[src/hw/rtl/sldm_pkg.sv]
// shared types and constants for the sliding window median filter
// no dependencies; every other file of the block uses this package
package sldm_pkg;

  localparam int SAMPLE_W = 16;
  localparam int CFG_W = 5;
  localparam logic [CFG_W-1:0] CFG_LEN_RESET = 5'd5;

  typedef logic signed [SAMPLE_W-1:0] sample_t;

  typedef enum logic [1:0] {
    ST_IDLE,
    ST_LOAD,
    ST_SCAN,
    ST_FIN
  } state_t;

  // position qualifiers handed to the rank step unit
  typedef struct packed {
    logic in_window;
    logic earlier;
  } cmp_ctl_t;

endpackage

[src/hw/rtl/sldm_sample_if.sv]
// input channel: valid/ready handshake carrying one sensor sample
// depends on sldm_pkg
interface sldm_sample_if;
  logic             valid;
  logic             ready;
  sldm_pkg::sample_t sample;

  modport source (output valid, output sample, input ready);
  modport sink   (input valid, input sample, output ready);
endinterface

[src/hw/rtl/sldm_median_if.sv]
// result channel: valid/ready handshake carrying one median value
// depends on sldm_pkg
interface sldm_median_if;
  logic             valid;
  logic             ready;
  sldm_pkg::sample_t median;

  modport source (output valid, output median, input ready);
  modport sink   (input valid, input median, output ready);
endinterface

[src/hw/rtl/sldm_rank_step.sv]
// shared compare unit: one signed compare of a window entry against the candidate
// and the rank count update; depends on sldm_pkg
module sldm_rank_step #(
  parameter int CNT_W = 5
) (
  input  sldm_pkg::sample_t  head,
  input  sldm_pkg::sample_t  cand,
  input  sldm_pkg::cmp_ctl_t ctl,
  input  logic [CNT_W-1:0]   rank_in,
  output logic [CNT_W-1:0]   rank_out
);

  logic below;

  // stable order: equal entries that sit earlier rank below the candidate
  assign below = ctl.in_window && ((head < cand) || ((head == cand) && ctl.earlier));
  assign rank_out = rank_in + CNT_W'(below);

endmodule

[src/hw/rtl/sliding_window_median_filter.sv]
// sliding window median filter: for each input transaction, candidates are tried in
// turn (1..len of them), each loaded and then ranked against every window entry; the
// next transaction is taken once the result is posted, later while a finished result
// still waits on out_ch.ready; one shared compare unit takes one window entry per cycle,
// one sample in flight
// synchronous active-low reset: window cleared to zeros, window_len back to 5
module sliding_window_median_filter #(
  parameter int MAX_WINDOW = 16
) (
  input  logic                       clk,
  input  logic                       rst_n,
  input  logic                       cfg_wr_en,
  input  logic [sldm_pkg::CFG_W-1:0] cfg_wr_data,
  sldm_sample_if.sink                in_ch,
  sldm_median_if.source              out_ch
);

  localparam int IDX_W = (MAX_WINDOW > 1) ? $clog2(MAX_WINDOW) : 1;
  localparam int CNT_W = $clog2(MAX_WINDOW + 1);
  localparam logic [IDX_W-1:0] LAST_POS = IDX_W'(MAX_WINDOW - 1);
  localparam logic [CNT_W-1:0] MAX_LEN = CNT_W'(MAX_WINDOW);

  // configuration
  logic [sldm_pkg::CFG_W-1:0] win_len_r;

  // window: entry MAX_WINDOW-1 is the newest sample; rotates left during a scan
  sldm_pkg::sample_t window_r   [MAX_WINDOW];
  sldm_pkg::sample_t window_nxt [MAX_WINDOW];

  // sequencer
  sldm_pkg::state_t  state_r, state_nxt;
  sldm_pkg::sample_t cand_r, cand_nxt;
  logic [IDX_W-1:0]  cand_pos_r, cand_pos_nxt;
  logic [IDX_W-1:0]  scan_pos_r, scan_pos_nxt;
  logic [CNT_W-1:0]  rank_r, rank_nxt;

  // output register
  logic              out_valid_r, out_valid_nxt;
  sldm_pkg::sample_t out_median_r, out_median_nxt;

  // derived window geometry
  logic [CNT_W-1:0]   eff_len;
  logic [CNT_W-1:0]   half_rank;
  logic [IDX_W-1:0]   first_pos;
  logic [CNT_W-1:0]   rank_step;
  sldm_pkg::cmp_ctl_t cmp_ctl;
  logic               in_acc;

  assign in_acc = in_ch.valid && in_ch.ready;
  assign in_ch.ready = (state_r == sldm_pkg::ST_IDLE);
  assign out_ch.valid = out_valid_r;
  assign out_ch.median = out_median_r;

  // zero length acts as one, long lengths saturate to the window depth
  always_comb begin
    if (win_len_r == '0) begin
      eff_len = CNT_W'(1);
    end else if (int'(win_len_r) > MAX_WINDOW) begin
      eff_len = MAX_LEN;
    end else begin
      eff_len = CNT_W'(win_len_r);
    end
  end

  assign first_pos = IDX_W'(MAX_LEN - eff_len);
  assign half_rank = eff_len >> 1;

  // the head of the rotating window is the entry at scan_pos_r
  assign cmp_ctl.in_window = (scan_pos_r >= first_pos);
  assign cmp_ctl.earlier   = (scan_pos_r < cand_pos_r);

  sldm_rank_step #(
    .CNT_W (CNT_W)
  ) u_rank_step (
    .head     (window_r[0]),
    .cand     (cand_r),
    .ctl      (cmp_ctl),
    .rank_in  (rank_r),
    .rank_out (rank_step)
  );

  // window: shift in on a transaction, rotate by one while scanning
  always_comb begin
    for (int k = 0; k < MAX_WINDOW; k++) begin
      window_nxt[k] = window_r[k];
    end
    if (in_acc || (state_r == sldm_pkg::ST_SCAN)) begin
      for (int k = 0; k < MAX_WINDOW - 1; k++) begin
        window_nxt[k] = window_r[k + 1];
      end
      window_nxt[MAX_WINDOW - 1] = in_acc ? in_ch.sample : window_r[0];
    end
  end

  // sequencer: each candidate is loaded, then ranked against all entries
  always_comb begin
    state_nxt      = state_r;
    cand_nxt       = cand_r;
    cand_pos_nxt   = cand_pos_r;
    scan_pos_nxt   = scan_pos_r;
    rank_nxt       = rank_r;
    out_valid_nxt  = out_valid_r && !out_ch.ready;
    out_median_nxt = out_median_r;
    case (state_r)
      sldm_pkg::ST_IDLE: begin
        if (in_acc) begin
          cand_pos_nxt = first_pos;
          state_nxt    = sldm_pkg::ST_LOAD;
        end
      end
      sldm_pkg::ST_LOAD: begin
        // window is in its home orientation here
        cand_nxt     = window_r[cand_pos_r];
        scan_pos_nxt = '0;
        rank_nxt     = '0;
        state_nxt    = sldm_pkg::ST_SCAN;
      end
      sldm_pkg::ST_SCAN: begin
        scan_pos_nxt = IDX_W'(scan_pos_r + 1'b1);
        rank_nxt     = rank_step;
        if (scan_pos_r == LAST_POS) begin
          // ranks form a permutation, so exactly one candidate hits the middle
          if (rank_step == half_rank) begin
            state_nxt = sldm_pkg::ST_FIN;
          end else begin
            cand_pos_nxt = IDX_W'(cand_pos_r + 1'b1);
            state_nxt    = sldm_pkg::ST_LOAD;
          end
        end
      end
      sldm_pkg::ST_FIN: begin
        // wait here until the output register is free
        if (!out_valid_r || out_ch.ready) begin
          out_valid_nxt  = 1'b1;
          out_median_nxt = cand_r;
          state_nxt      = sldm_pkg::ST_IDLE;
        end
      end
      default: begin
        state_nxt = sldm_pkg::ST_IDLE;
      end
    endcase
  end

  // control and window state
  always_ff @(posedge clk) begin
    if (!rst_n) begin
      state_r     <= sldm_pkg::ST_IDLE;
      out_valid_r <= 1'b0;
      win_len_r   <= sldm_pkg::CFG_LEN_RESET;
      for (int k = 0; k < MAX_WINDOW; k++) begin
        window_r[k] <= '0;
      end
    end else begin
      state_r     <= state_nxt;
      out_valid_r <= out_valid_nxt;
      if (cfg_wr_en) begin
        win_len_r <= cfg_wr_data;
      end
      for (int k = 0; k < MAX_WINDOW; k++) begin
        window_r[k] <= window_nxt[k];
      end
    end
  end

  // datapath registers
  always_ff @(posedge clk) begin
    cand_r       <= cand_nxt;
    cand_pos_r   <= cand_pos_nxt;
    scan_pos_r   <= scan_pos_nxt;
    rank_r       <= rank_nxt;
    out_median_r <= out_median_nxt;
  end

endmodule

[src/flat_wrapper.sv]
// flat-port wrapper written by rule: the top's interface ports become plain ports
module sliding_window_median_filter_flat 
#(
  parameter int MAX_WINDOW = 16
)
  (clk, rst_n, cfg_wr_en, cfg_wr_data, in_ch_valid, in_ch_sample, in_ch_ready, out_ch_valid, out_ch_median, out_ch_ready);
  sldm_sample_if in_ch_i ();
  sldm_median_if out_ch_i ();
  input  logic clk;
  input  logic rst_n;
  input  logic cfg_wr_en;
  input  logic [sldm_pkg::CFG_W-1:0] cfg_wr_data;
  input wire logic [$bits(in_ch_i.valid)-1:0] in_ch_valid;
  input wire logic [$bits(in_ch_i.sample)-1:0] in_ch_sample;
  output wire logic [$bits(in_ch_i.ready)-1:0] in_ch_ready;
  output wire logic [$bits(out_ch_i.valid)-1:0] out_ch_valid;
  output wire logic [$bits(out_ch_i.median)-1:0] out_ch_median;
  input wire logic [$bits(out_ch_i.ready)-1:0] out_ch_ready;
  assign in_ch_i.valid = in_ch_valid;
  assign in_ch_i.sample = in_ch_sample;
  assign in_ch_ready = in_ch_i.ready;
  assign out_ch_valid = out_ch_i.valid;
  assign out_ch_median = out_ch_i.median;
  assign out_ch_i.ready = out_ch_ready;
  sliding_window_median_filter #(.MAX_WINDOW(MAX_WINDOW)) u_core (.clk(clk), .rst_n(rst_n), .cfg_wr_en(cfg_wr_en), .cfg_wr_data(cfg_wr_data), .in_ch(in_ch_i), .out_ch(out_ch_i));
endmodule
[config.mk]
export PLATFORM = sky130hd
export DESIGN_NAME = sliding_window_median_filter_flat
export DESIGN_NICKNAME = d
export VERILOG_FILES = /design/src/hw/rtl/sldm_pkg.sv /design/src/hw/rtl/sldm_sample_if.sv /design/src/hw/rtl/sldm_median_if.sv /design/src/hw/rtl/sldm_rank_step.sv /design/src/hw/rtl/sliding_window_median_filter.sv /design/src/flat_wrapper.sv
export SDC_FILE = /design/constraint.sdc
export NUM_CORES = 1
export LEC_CHECK = 0
export ABC_CLOCK_PERIOD_IN_PS = 6900
export BUFFER_PORTS_ARGS = -buffer_cell sky130_fd_sc_hd__buf_2
export CAP_MARGIN = 40
export CORE_ASPECT_RATIO = 1.1
export CORE_MARGIN = 3
export CORE_UTILIZATION = 30
export DETAILED_ROUTE_END_ITERATION = 10
export HOLD_SLACK_MARGIN = 0.05
export PLACE_DENSITY_LB_ADDON = 0.05
export SYNTH_ARGS = -nofsm -noshare
export SYNTH_HDL_FRONTEND = slang
export SYNTH_SLANG_ARGS = --single-unit
export TNS_END_PERCENT = 100
[constraint.sdc]
create_clock -name clk -period 6.9 [get_ports clk]
set_input_delay 0.69 -clock clk [delete_from_list [all_inputs] [get_ports clk]]
set_output_delay 0.69 -clock clk [all_outputs]
set_load 0.02 [all_outputs]
==> results of run 1 <==
## path summary, 6_finish.rpt
path / start / to / depth (start not counted)
setup / recovery: u_core.win_len_r[1]$_SDFFE_PN0P_ / u_core.cand_pos_r[3]$_DFFE_PP_ / 16
hold reg to reg: u_core.cand_r[14]$_DFFE_PN_ / u_core.out_ch.median[14]$_DFFE_PP_ / 0
hold / removal: cfg_wr_data[0] / u_core.win_len_r[0]$_SDFFE_PN1P_ / 3
setup reg to reg: u_core.win_len_r[1]$_SDFFE_PN0P_ / u_core.cand_pos_r[3]$_DFFE_PP_ / 16
## report_power, final
| group | leakage, nW | total (mW) | internal [mW] | switching [mW] |
|---|---|---|---|---|
| clock network | 0.601 | 1.93 | 1.15 | 0.779 |
| registers | 2.56 | 2.15 | 2.02 | 0.128 |
| logic | 2.00 | 1.74 | 0.524 | 1.21 |
## cells in the final DEF, fill, tap and decap left out, types with 3 or more instances in the layout
master and n:
sky130_fd_sc_hd__nand2_1 493, sky130_fd_sc_hd__dfxtp_1 264, sky130_fd_sc_hd__a21oi_1 250, sky130_fd_sc_hd__mux4_2 80
sky130_fd_sc_hd__edfxtp_1 45, sky130_fd_sc_hd__buf_2 43, sky130_fd_sc_hd__clkbuf_16 39, sky130_fd_sc_hd__ha_1 31
sky130_fd_sc_hd__nor2_1 28, sky130_fd_sc_hd__inv_1 25, sky130_fd_sc_hd__mux2i_1 22, sky130_fd_sc_hd__a211oi_1 17
sky130_fd_sc_hd__buf_4 14, sky130_fd_sc_hd__clkinv_2 12, sky130_fd_sc_hd__xnor2_1 7, sky130_fd_sc_hd__and2_1 7
sky130_fd_sc_hd__clkbuf_1 7, sky130_fd_sc_hd__nand2b_1 6, sky130_fd_sc_hd__nand3_1 5, sky130_fd_sc_hd__nor3_1 5
sky130_fd_sc_hd__o21ai_0 5, sky130_fd_sc_hd__nor2b_1 4, sky130_fd_sc_hd__clkbuf_8 4, sky130_fd_sc_hd__buf_16 4
sky130_fd_sc_hd__xor2_1 3, sky130_fd_sc_hd__nand4_1 3
## kinds of logic after synthesis
family / after synthesis / synth area share (%)
adder cells (fa/ha/maj): 32 / 2.98
AND/OR/NAND/NOR: 557 / 16.2
buffers and inverters: 135 / 4.16
flip-flops: 309 / 49.5
XOR/XNOR: 10 / 0.653
AO/OA/AOI/OAI: 290 / 11.5
multiplexers: 102 / 15.1
## sequential cells by signal, summed over array words and instances, names as in the netlist, 2 cells and up
signal / count
u_core.cand_pos_r: 4
u_core.cand_r: 16
u_core.out_ch.median: 16
u_core.rank_r: 5
u_core.scan_pos_r: 4
u_core.state_r: 2
u_core.win_len_r: 5
u_core.window_r: 256
## worst reg2reg max path: stages (launching register included)
cell and delay, ns:
sky130_fd_sc_hd__dfxtp_1 0.44, sky130_fd_sc_hd__nor3_1 0.09, sky130_fd_sc_hd__o21bai_1 0.23, sky130_fd_sc_hd__ha_1 0.28, sky130_fd_sc_hd__inv_1 0.07, sky130_fd_sc_hd__ha_1 0.23
sky130_fd_sc_hd__a21o_1 0.15, sky130_fd_sc_hd__a21o_1 0.17, sky130_fd_sc_hd__a21oi_1 0.13, sky130_fd_sc_hd__a31oi_1 0.08, sky130_fd_sc_hd__ha_1 0.23, sky130_fd_sc_hd__ha_1 0.35
sky130_fd_sc_hd__nor4bb_1 0.28, sky130_fd_sc_hd__a31oi_1 0.07, sky130_fd_sc_hd__o32ai_1 0.14, sky130_fd_sc_hd__nand4_1 0.17, sky130_fd_sc_hd__o211a_1 0.26
## per-stage QoR
step / hold WS, ns / area, um2 / cells / worst slack (ns) / utilization, %
after global placement: 0.430 / 14100 / 1959 / 3.29 / 32.1
after CTS: 0.361 / 15400 / 2031 / 3.21 / 35.1
after floorplan: 0.426 / 13400 / 1435 / 3.67 / -
after detailed placement: 0.434 / 14200 / 1963 / 3.23 / 32.4
final: 0.388 / 15400 / 2031 / 3.28 / 35.1
after global routing: 0.386 / 15400 / 2031 / 2.94 / 35.1
## routing by layer
layer / wire length [um] / up-vias
met5: 0 / -
met4: 667 / 0
met3: 1060 / 41
met2: 16900 / 123
met1: 17200 / 4756
li1: - / 4899
## final cells by class
class / instances / share of cell area, %
Inverter: 27 / 0.709
Multi-Input combinational cell: 991 / 40.7
Tap cell: 574 / 4.67
Sequential cell: 309 / 43.2
Timing Repair Buffer: 62 / 2.93
Clock buffer: 50 / 6.88
Clock inverter: 18 / 0.937
==> flow_summary.json, run 1 <==
{
  "outcome": "finished clean",
  "first_global_vias": 9596,
  "critical_path.n_buffers_inverters": 1,
  "synth.top_cell.area_share_pct": 39.4,
  "synth_common_cells": "sky130_fd_sc_hd__nand2_1 (493), sky130_fd_sc_hd__dfxtp_1 (264), sky130_fd_sc_hd__a21oi_1 (251)",
  "wire_per_inst_um": 17.6,
  "cts-resized-gates": 0,
  "sequential_to_total_area_share_from_yosys_stat_pct": 49.5,
  "synth_top_area_cell": "sky130_fd_sc_hd__dfxtp_1",
  "synth.top_cells.by_area": "sky130_fd_sc_hd__dfxtp_1 (39%), sky130_fd_sc_hd__nand2_1 (14%), sky130_fd_sc_hd__mux4_2 (13%)",
  "io_buffer_count": 43,
  "syn_avg_cell_area_um2": 9.35,
  "ctsHtreeMaxLevel": 2,
  "most_common_cell_in_the_synthesized_netlist": "sky130_fd_sc_hd__nand2_1",
  "worst_pin_slew_ns": 0.803,
  "post-cts-setup-buffer-count": 0,
  "critPathMaxStageDelay_ns": 0.44,
  "cts_inserted_buffers": 37,
  "fin_crit_ns": 3.62,
  "yosys.cell_types.count": 41,
  "weighted_congestion_at_the_end_of_routability_driven_global_placement": 0.711,
  "area_delta_synth_final_pct": 14.5,
  "via_count": 9819,
  "final_min_period_over_clock_period_pct": 52.5,
  "synth.net_count": 1493,
  "drtPass1Iterations": 5,
  "ys_seq_elements": 309,
  "max-clock-path-buffers": 3,
  "vias_per_cell": 4.83,
  "postSynth.topFlopCell": "sky130_fd_sc_hd__dfxtp_1",
  "synth-edff-count": 45,
  "cts.sinks": 309,
  "overall_global_routing_usage_pct": 14.8,
  "routed_wirelength_um": 35800,
  "drc_errors": 0,
  "seq_cell_area_um2": 6640,
  "chipWidth_um": 208,
  "boundaryPins": 44,
  "total_power_mw": 5.82,
  "nNetsFinal": 1486,
  "worst_path_dominant_cell_family": "compound AO/OA/AOI/OAI gates",
  "multi_input_area_um2": 6250,
  "tns_ns": 0,
  "timing.critical_path.cells": "nor3_1, o21bai_1, ha_1, inv_1, ha_1, a21o_1, a21o_1, a21oi_1, a31oi_1, ha_1, ha_1, nor4bb_1, a31oi_1, o32ai_1, nand4_1, o211a_1",
  "r2r_setup_slk_ns": 3.28,
  "grt_start_max_net_pins": 136,
  "gr-usage-met2_pct": 24.2,
  "grt_setup_unrepaired": "no",
  "arrival_ns": 3.88,
  "core_region_area_um2": 43700,
  "cpMostUsedCell": "sky130_fd_sc_hd__ha_1",
  "grt_util_met3_pct": 2.38,
  "tritoncts": "built",
  "crit_path_end_kind": "register",
  "number_of_antenna_violations_at_the_first_check_in_global_routing": 0,
  "die-area_um2": 47300,
  "synth.cell_area_um2": 13400,
  "number_of_hold_violations_in_the_final_report": 0,
  "timing.fmax_mhz": 276,
  "hpwlAfterDp_um": 21000,
  "vdd_ir_drop_max_mv": 0.259,
  "synth_async_sr_flop_share_pct": 0,
  "worstSkewPairLatency_ns": 0.53,
  "holdCritPathClass": "in -> reg",
  "std_cell_rows": 80,
  "cp_max_fo": 7,
  "worstSetupStartpointType": "register",
  "ys_warn_count": 0,
  "critical_path_required_ns": 7.16,
  "p_leak_nw": 5.16,
  "postCtsHoldBufs": 0,
  "worst_slew_margin_rel_pct": 46.5,
  "root_buffer": "sky130_fd_sc_hd__clkbuf_16",
  "postSynthCellCount": 1435,
  "cpMaxStageDelayCell": "sky130_fd_sc_hd__dfxtp_1",
  "die_height_um": 228,
  "iteration_0_drc_markers": 709,
  "groute.layer.met1.usage_pct": 20.7,
  "setup_viol": 0,
  "drive_above_1_share_pct": 14.2,
  "effective_utilization_at_floorplan_pct": 30.7,
  "insertedDiodeCount": 0,
  "first_pass_grt_wire_length_um": 56900,
  "globalRoute.busiestLayer": "met2",
  "ant_nets": 0,
  "pwr_density_cell_nw_per_um2": 379,
  "final-max-slew-violation-count": 0,
  "clkTransAtPathRegs_ns": 0.06,
  "clock-skew-final_ns": 0.0142,
  "filler_cell_count": 4369,
  "globalRoute.totalOverflow": 0,
  "max-cap-violations": 0,
  "worst-setup-path-type": "reg -> reg"
}
No activity file was read; power rests on OpenSTA's default activity.
==> run 2: changes to the inputs <==
ABC_AREA = 1   (was default)
ABC_CLOCK_PERIOD_IN_PS = 3600   (was 6900)
clock period = 3.6 ns   (was 6.9 ns; I/O delays follow)
==> flow_summary.json, run 2 <==
{
  "root_buffer": "sky130_fd_sc_hd__clkbuf_16",
  "synth.net_count": 1927,
  "worstSkewPairLatency_ns": 0.56,
  "nNetsFinal": 1911,
  "final_min_period_over_clock_period_pct": 93.9,
  "ctsHtreeMaxLevel": 2,
  "largest_register_ffs": 256,
  "max-clock-path-buffers": 3,
  "cts.sinks": 309,
  "weighted_congestion_at_the_end_of_routability_driven_global_placement": 0.738,
  "grt_start_max_net_pins": 134,
  "die_height_um": 232,
  "cts_inserted_buffers": 38,
  "clock-skew-final_ns": 0.0252,
  "sequential_to_total_area_share_from_yosys_stat_pct": 47.6,
  "synth.cell_area_um2": 13900,
  "worst_pin_slew_ns": 0.833,
  "std_cell_rows": 82,
  "arrival_ns": 3.68,
  "tritoncts": "built",
  "ys_warn_count": 0,
  "final-instance-count-excl-fill": 2470,
  "p_leak_nw": 6.56,
  "synth_common_cells": "sky130_fd_sc_hd__nor2_1 (669), sky130_fd_sc_hd__o21ai_0 (352), sky130_fd_sc_hd__dfxtp_1 (264)",
  "drc_errors": 0,
  "ys_seq_elements": 309,
  "final_critical_path_setup_slack_ns": 0.220,
  "worst_r2r_startpoint": "u_core.win_len_r[0]$_SDFFE_PN1P_",
  "worst_slew_margin_rel_pct": 44.4,
  "dp_worst_setup_slack_ns": 0.121,
  "first_pass_grt_wire_length_um": 69900,
  "min-delay-start": "out_ch_ready",
  "area_delta_synth_final_pct": 13.6,
  "multi_input_area_um2": 6360,
  "number_of_hold_violations_in_the_final_report": 0,
  "cp_max_fo": 4,
  "most_common_cell_in_the_synthesized_netlist": "sky130_fd_sc_hd__nor2_1",
  "boundaryPins": 44,
  "yosys.cell_types.count": 36,
  "die-area_um2": 49100,
  "postSynthCellCount": 1869,
  "drtPass1Iterations": 5,
  "final-max-slew-violation-count": 0,
  "outcome": "finished clean",
  "startpoint": "u_core.win_len_r[0]$_SDFFE_PN1P_",
  "tns_ns": 0,
  "layout_commonest_cell": "sky130_fd_sc_hd__nor2_1",
  "wire_per_inst_um": 17.6,
  "filler_cell_count": 4886,
  "worstSetupStartpointType": "register",
  "critical_path_required_ns": 3.90,
  "core_region_area_um2": 45800,
  "hpwlAfterDp_um": 24200,
  "synth_async_sr_flop_share_pct": 0,
  "register_ranked_first_by_flip_flop_count": "u_core.window_r",
  "number_of_antenna_violations_at_the_first_check_in_global_routing": 0,
  "timing.fmax_mhz": 296,
  "syn_avg_cell_area_um2": 7.46,
  "drive_above_1_share_pct": 8.18,
  "fin_crit_ns": 3.38,
  "globalRoute.totalOverflow": 0,
  "ant_nets": 0,
  "io_buffer_count": 43,
  "seq_cell_area_um2": 6640,
  "routed_wirelength_um": 43400,
  "grt_setup_unrepaired": "no",
  "setup_viol": 0,
  "holdCritPathClass": "in -> reg",
  "most-common-layout-cells": "sky130_fd_sc_hd__nor2_1 (669), sky130_fd_sc_hd__o21ai_0 (352), sky130_fd_sc_hd__dfxtp_1 (264), sky130_fd_sc_hd__nand2_1 (89), sky130_fd_sc_hd__o21ai_1 (61)",
  "clkTransAtPathRegs_ns": 0.06,
  "worst-setup-path-type": "reg -> reg",
  "pwr_density_cell_nw_per_um2": 1090,
  "overall_global_routing_usage_pct": 17.8,
  "vdd_ir_drop_max_mv": 0.469,
  "chipWidth_um": 212,
  "crit_path_end_kind": "register",
  "number_of_instances_in_the_placed_design": 2396,
  "synth_top_area_cell": "sky130_fd_sc_hd__dfxtp_1",
  "effective_utilization_at_floorplan_pct": 30.5,
  "postSynth.topFlopCell": "sky130_fd_sc_hd__dfxtp_1",
  "first_global_vias": 12137,
  "insertedDiodeCount": 0,
  "synth-edff-count": 45,
  "iteration_0_drc_markers": 921,
  "via_count": 12281,
  "synth.top_cells.by_area": "sky130_fd_sc_hd__dfxtp_1 (38%), sky130_fd_sc_hd__nor2_1 (18%), sky130_fd_sc_hd__o21ai_0 (13%)",
  "vias_per_cell": 4.97,
  "max-cap-violations": 0,
  "synth.top_cell.area_share_pct": 37.9
}
## run 2: cell count changes after synthesis, moves of 22 or more
cell                       before  now
sky130_fd_sc_hd__nor2_1        28  669
sky130_fd_sc_hd__nand2_1      493   89
sky130_fd_sc_hd__o21ai_0        5  352
sky130_fd_sc_hd__a21oi_1      251   45
sky130_fd_sc_hd__mux4_2        80    0
sky130_fd_sc_hd__o21ai_1        0   61
sky130_fd_sc_hd__buf_2         11   64
sky130_fd_sc_hd__clkbuf_1      92   50
sky130_fd_sc_hd__o211ai_1       1   36
sky130_fd_sc_hd__o22ai_1        1   32
sky130_fd_sc_hd__inv_1         25   51
sky130_fd_sc_hd__mux2i_1       22    0
## run 2: layout make-up
type	count	share of cell area, %
Sequential cell	309	41.9
Multi-Input combinational cell	1361	40.2
Tap cell	588	4.65
Timing Repair Buffer	85	3.99
Clock buffer	57	7.16
Clock inverter	12	0.640
Inverter	58	1.45
## run 2: worst paths after layout
check	endpoint	slack (ns)	depth (start not counted)
worst max register to register	u_core.cand_pos_r[2]$_DFFE_PP_	0.22	18
worst max-delay path	u_core.cand_pos_r[2]$_DFFE_PP_	0.22	18
worst min-delay path	u_core.out_ch.valid$_SDFF_PN0_	0.10	4
worst min register to register	u_core.out_ch.median[4]$_DFFE_PP_	0.43	0
## run 2: worst max-delay path, cell delays in order (launching register included)
cell and delay, ns:
sky130_fd_sc_hd__dfxtp_1 0.31, sky130_fd_sc_hd__nor3_2 0.20, sky130_fd_sc_hd__nand2_1 0.12, sky130_fd_sc_hd__a21oi_4 0.19
sky130_fd_sc_hd__inv_1 0.06, sky130_fd_sc_hd__ha_1 0.26, sky130_fd_sc_hd__inv_1 0.05, sky130_fd_sc_hd__ha_1 0.26
sky130_fd_sc_hd__a21oi_1 0.14, sky130_fd_sc_hd__o21bai_1 0.08, sky130_fd_sc_hd__a21oi_1 0.13, sky130_fd_sc_hd__a21oi_1 0.07
sky130_fd_sc_hd__ha_1 0.22, sky130_fd_sc_hd__ha_1 0.32, sky130_fd_sc_hd__nand3b_1 0.12, sky130_fd_sc_hd__nand3_1 0.08
sky130_fd_sc_hd__nor3_2 0.19, sky130_fd_sc_hd__nand3_1 0.12, sky130_fd_sc_hd__and2_2 0.23
## run 2: kinds of logic after synthesis
| group | count (synthesis) | share of synthesized area, % |
|---|---|---|
| AOI/OAI and AO/OA | 546 | 20.9 |
| xor gates and xnor gates | 9 | 0.566 |
| adders and majority gates | 32 | 2.87 |
| buffers and inverters | 199 | 6.99 |
| DFF | 309 | 47.6 |
| and+or+nand+nor | 774 | 21.1 |
## run 2: power breakdown
group          internal [mW]  switching (mW)
Sequential              5.12            1.07
Combinational           2.41            4.94
Clock                   2.25            1.53
Total                   9.78            7.55
## run 2: routing by layer
metal | wire (um) | global-route usage (%)
met1 | 21400 | 24.4
met2 | 20100 | 29.8
met3 | 1290 | 2.84
met4 | 634 | 3.41
met5 | 0 | 0
## run 2: through the flow
| step | instance area (um2) | utilization (%) | power (mW) | hold slack [ns] |
|---|---|---|---|---|
| after CTS | 15800 | 34.5 | 17.6 | 0.0701 |
| final | 15800 | 34.6 | 17.3 | 0.101 |
| after global placement | 14500 | 31.6 | 13.6 | 0.435 |
| after floorplan | 13900 | - | 11.4 | 0.426 |
| after detailed placement | 14500 | 31.7 | 13.7 | 0.438 |
| after global routing | 15800 | 34.6 | 19.0 | 0.0949 |
## run 2: what timing repair did
item	in CTS	in global routing
buffers inserted	0	2
hold buffers	3	0
endpoints found under the setup margin	0	4
gates resized for setup	0	5
hold endpoints to repair	3	0
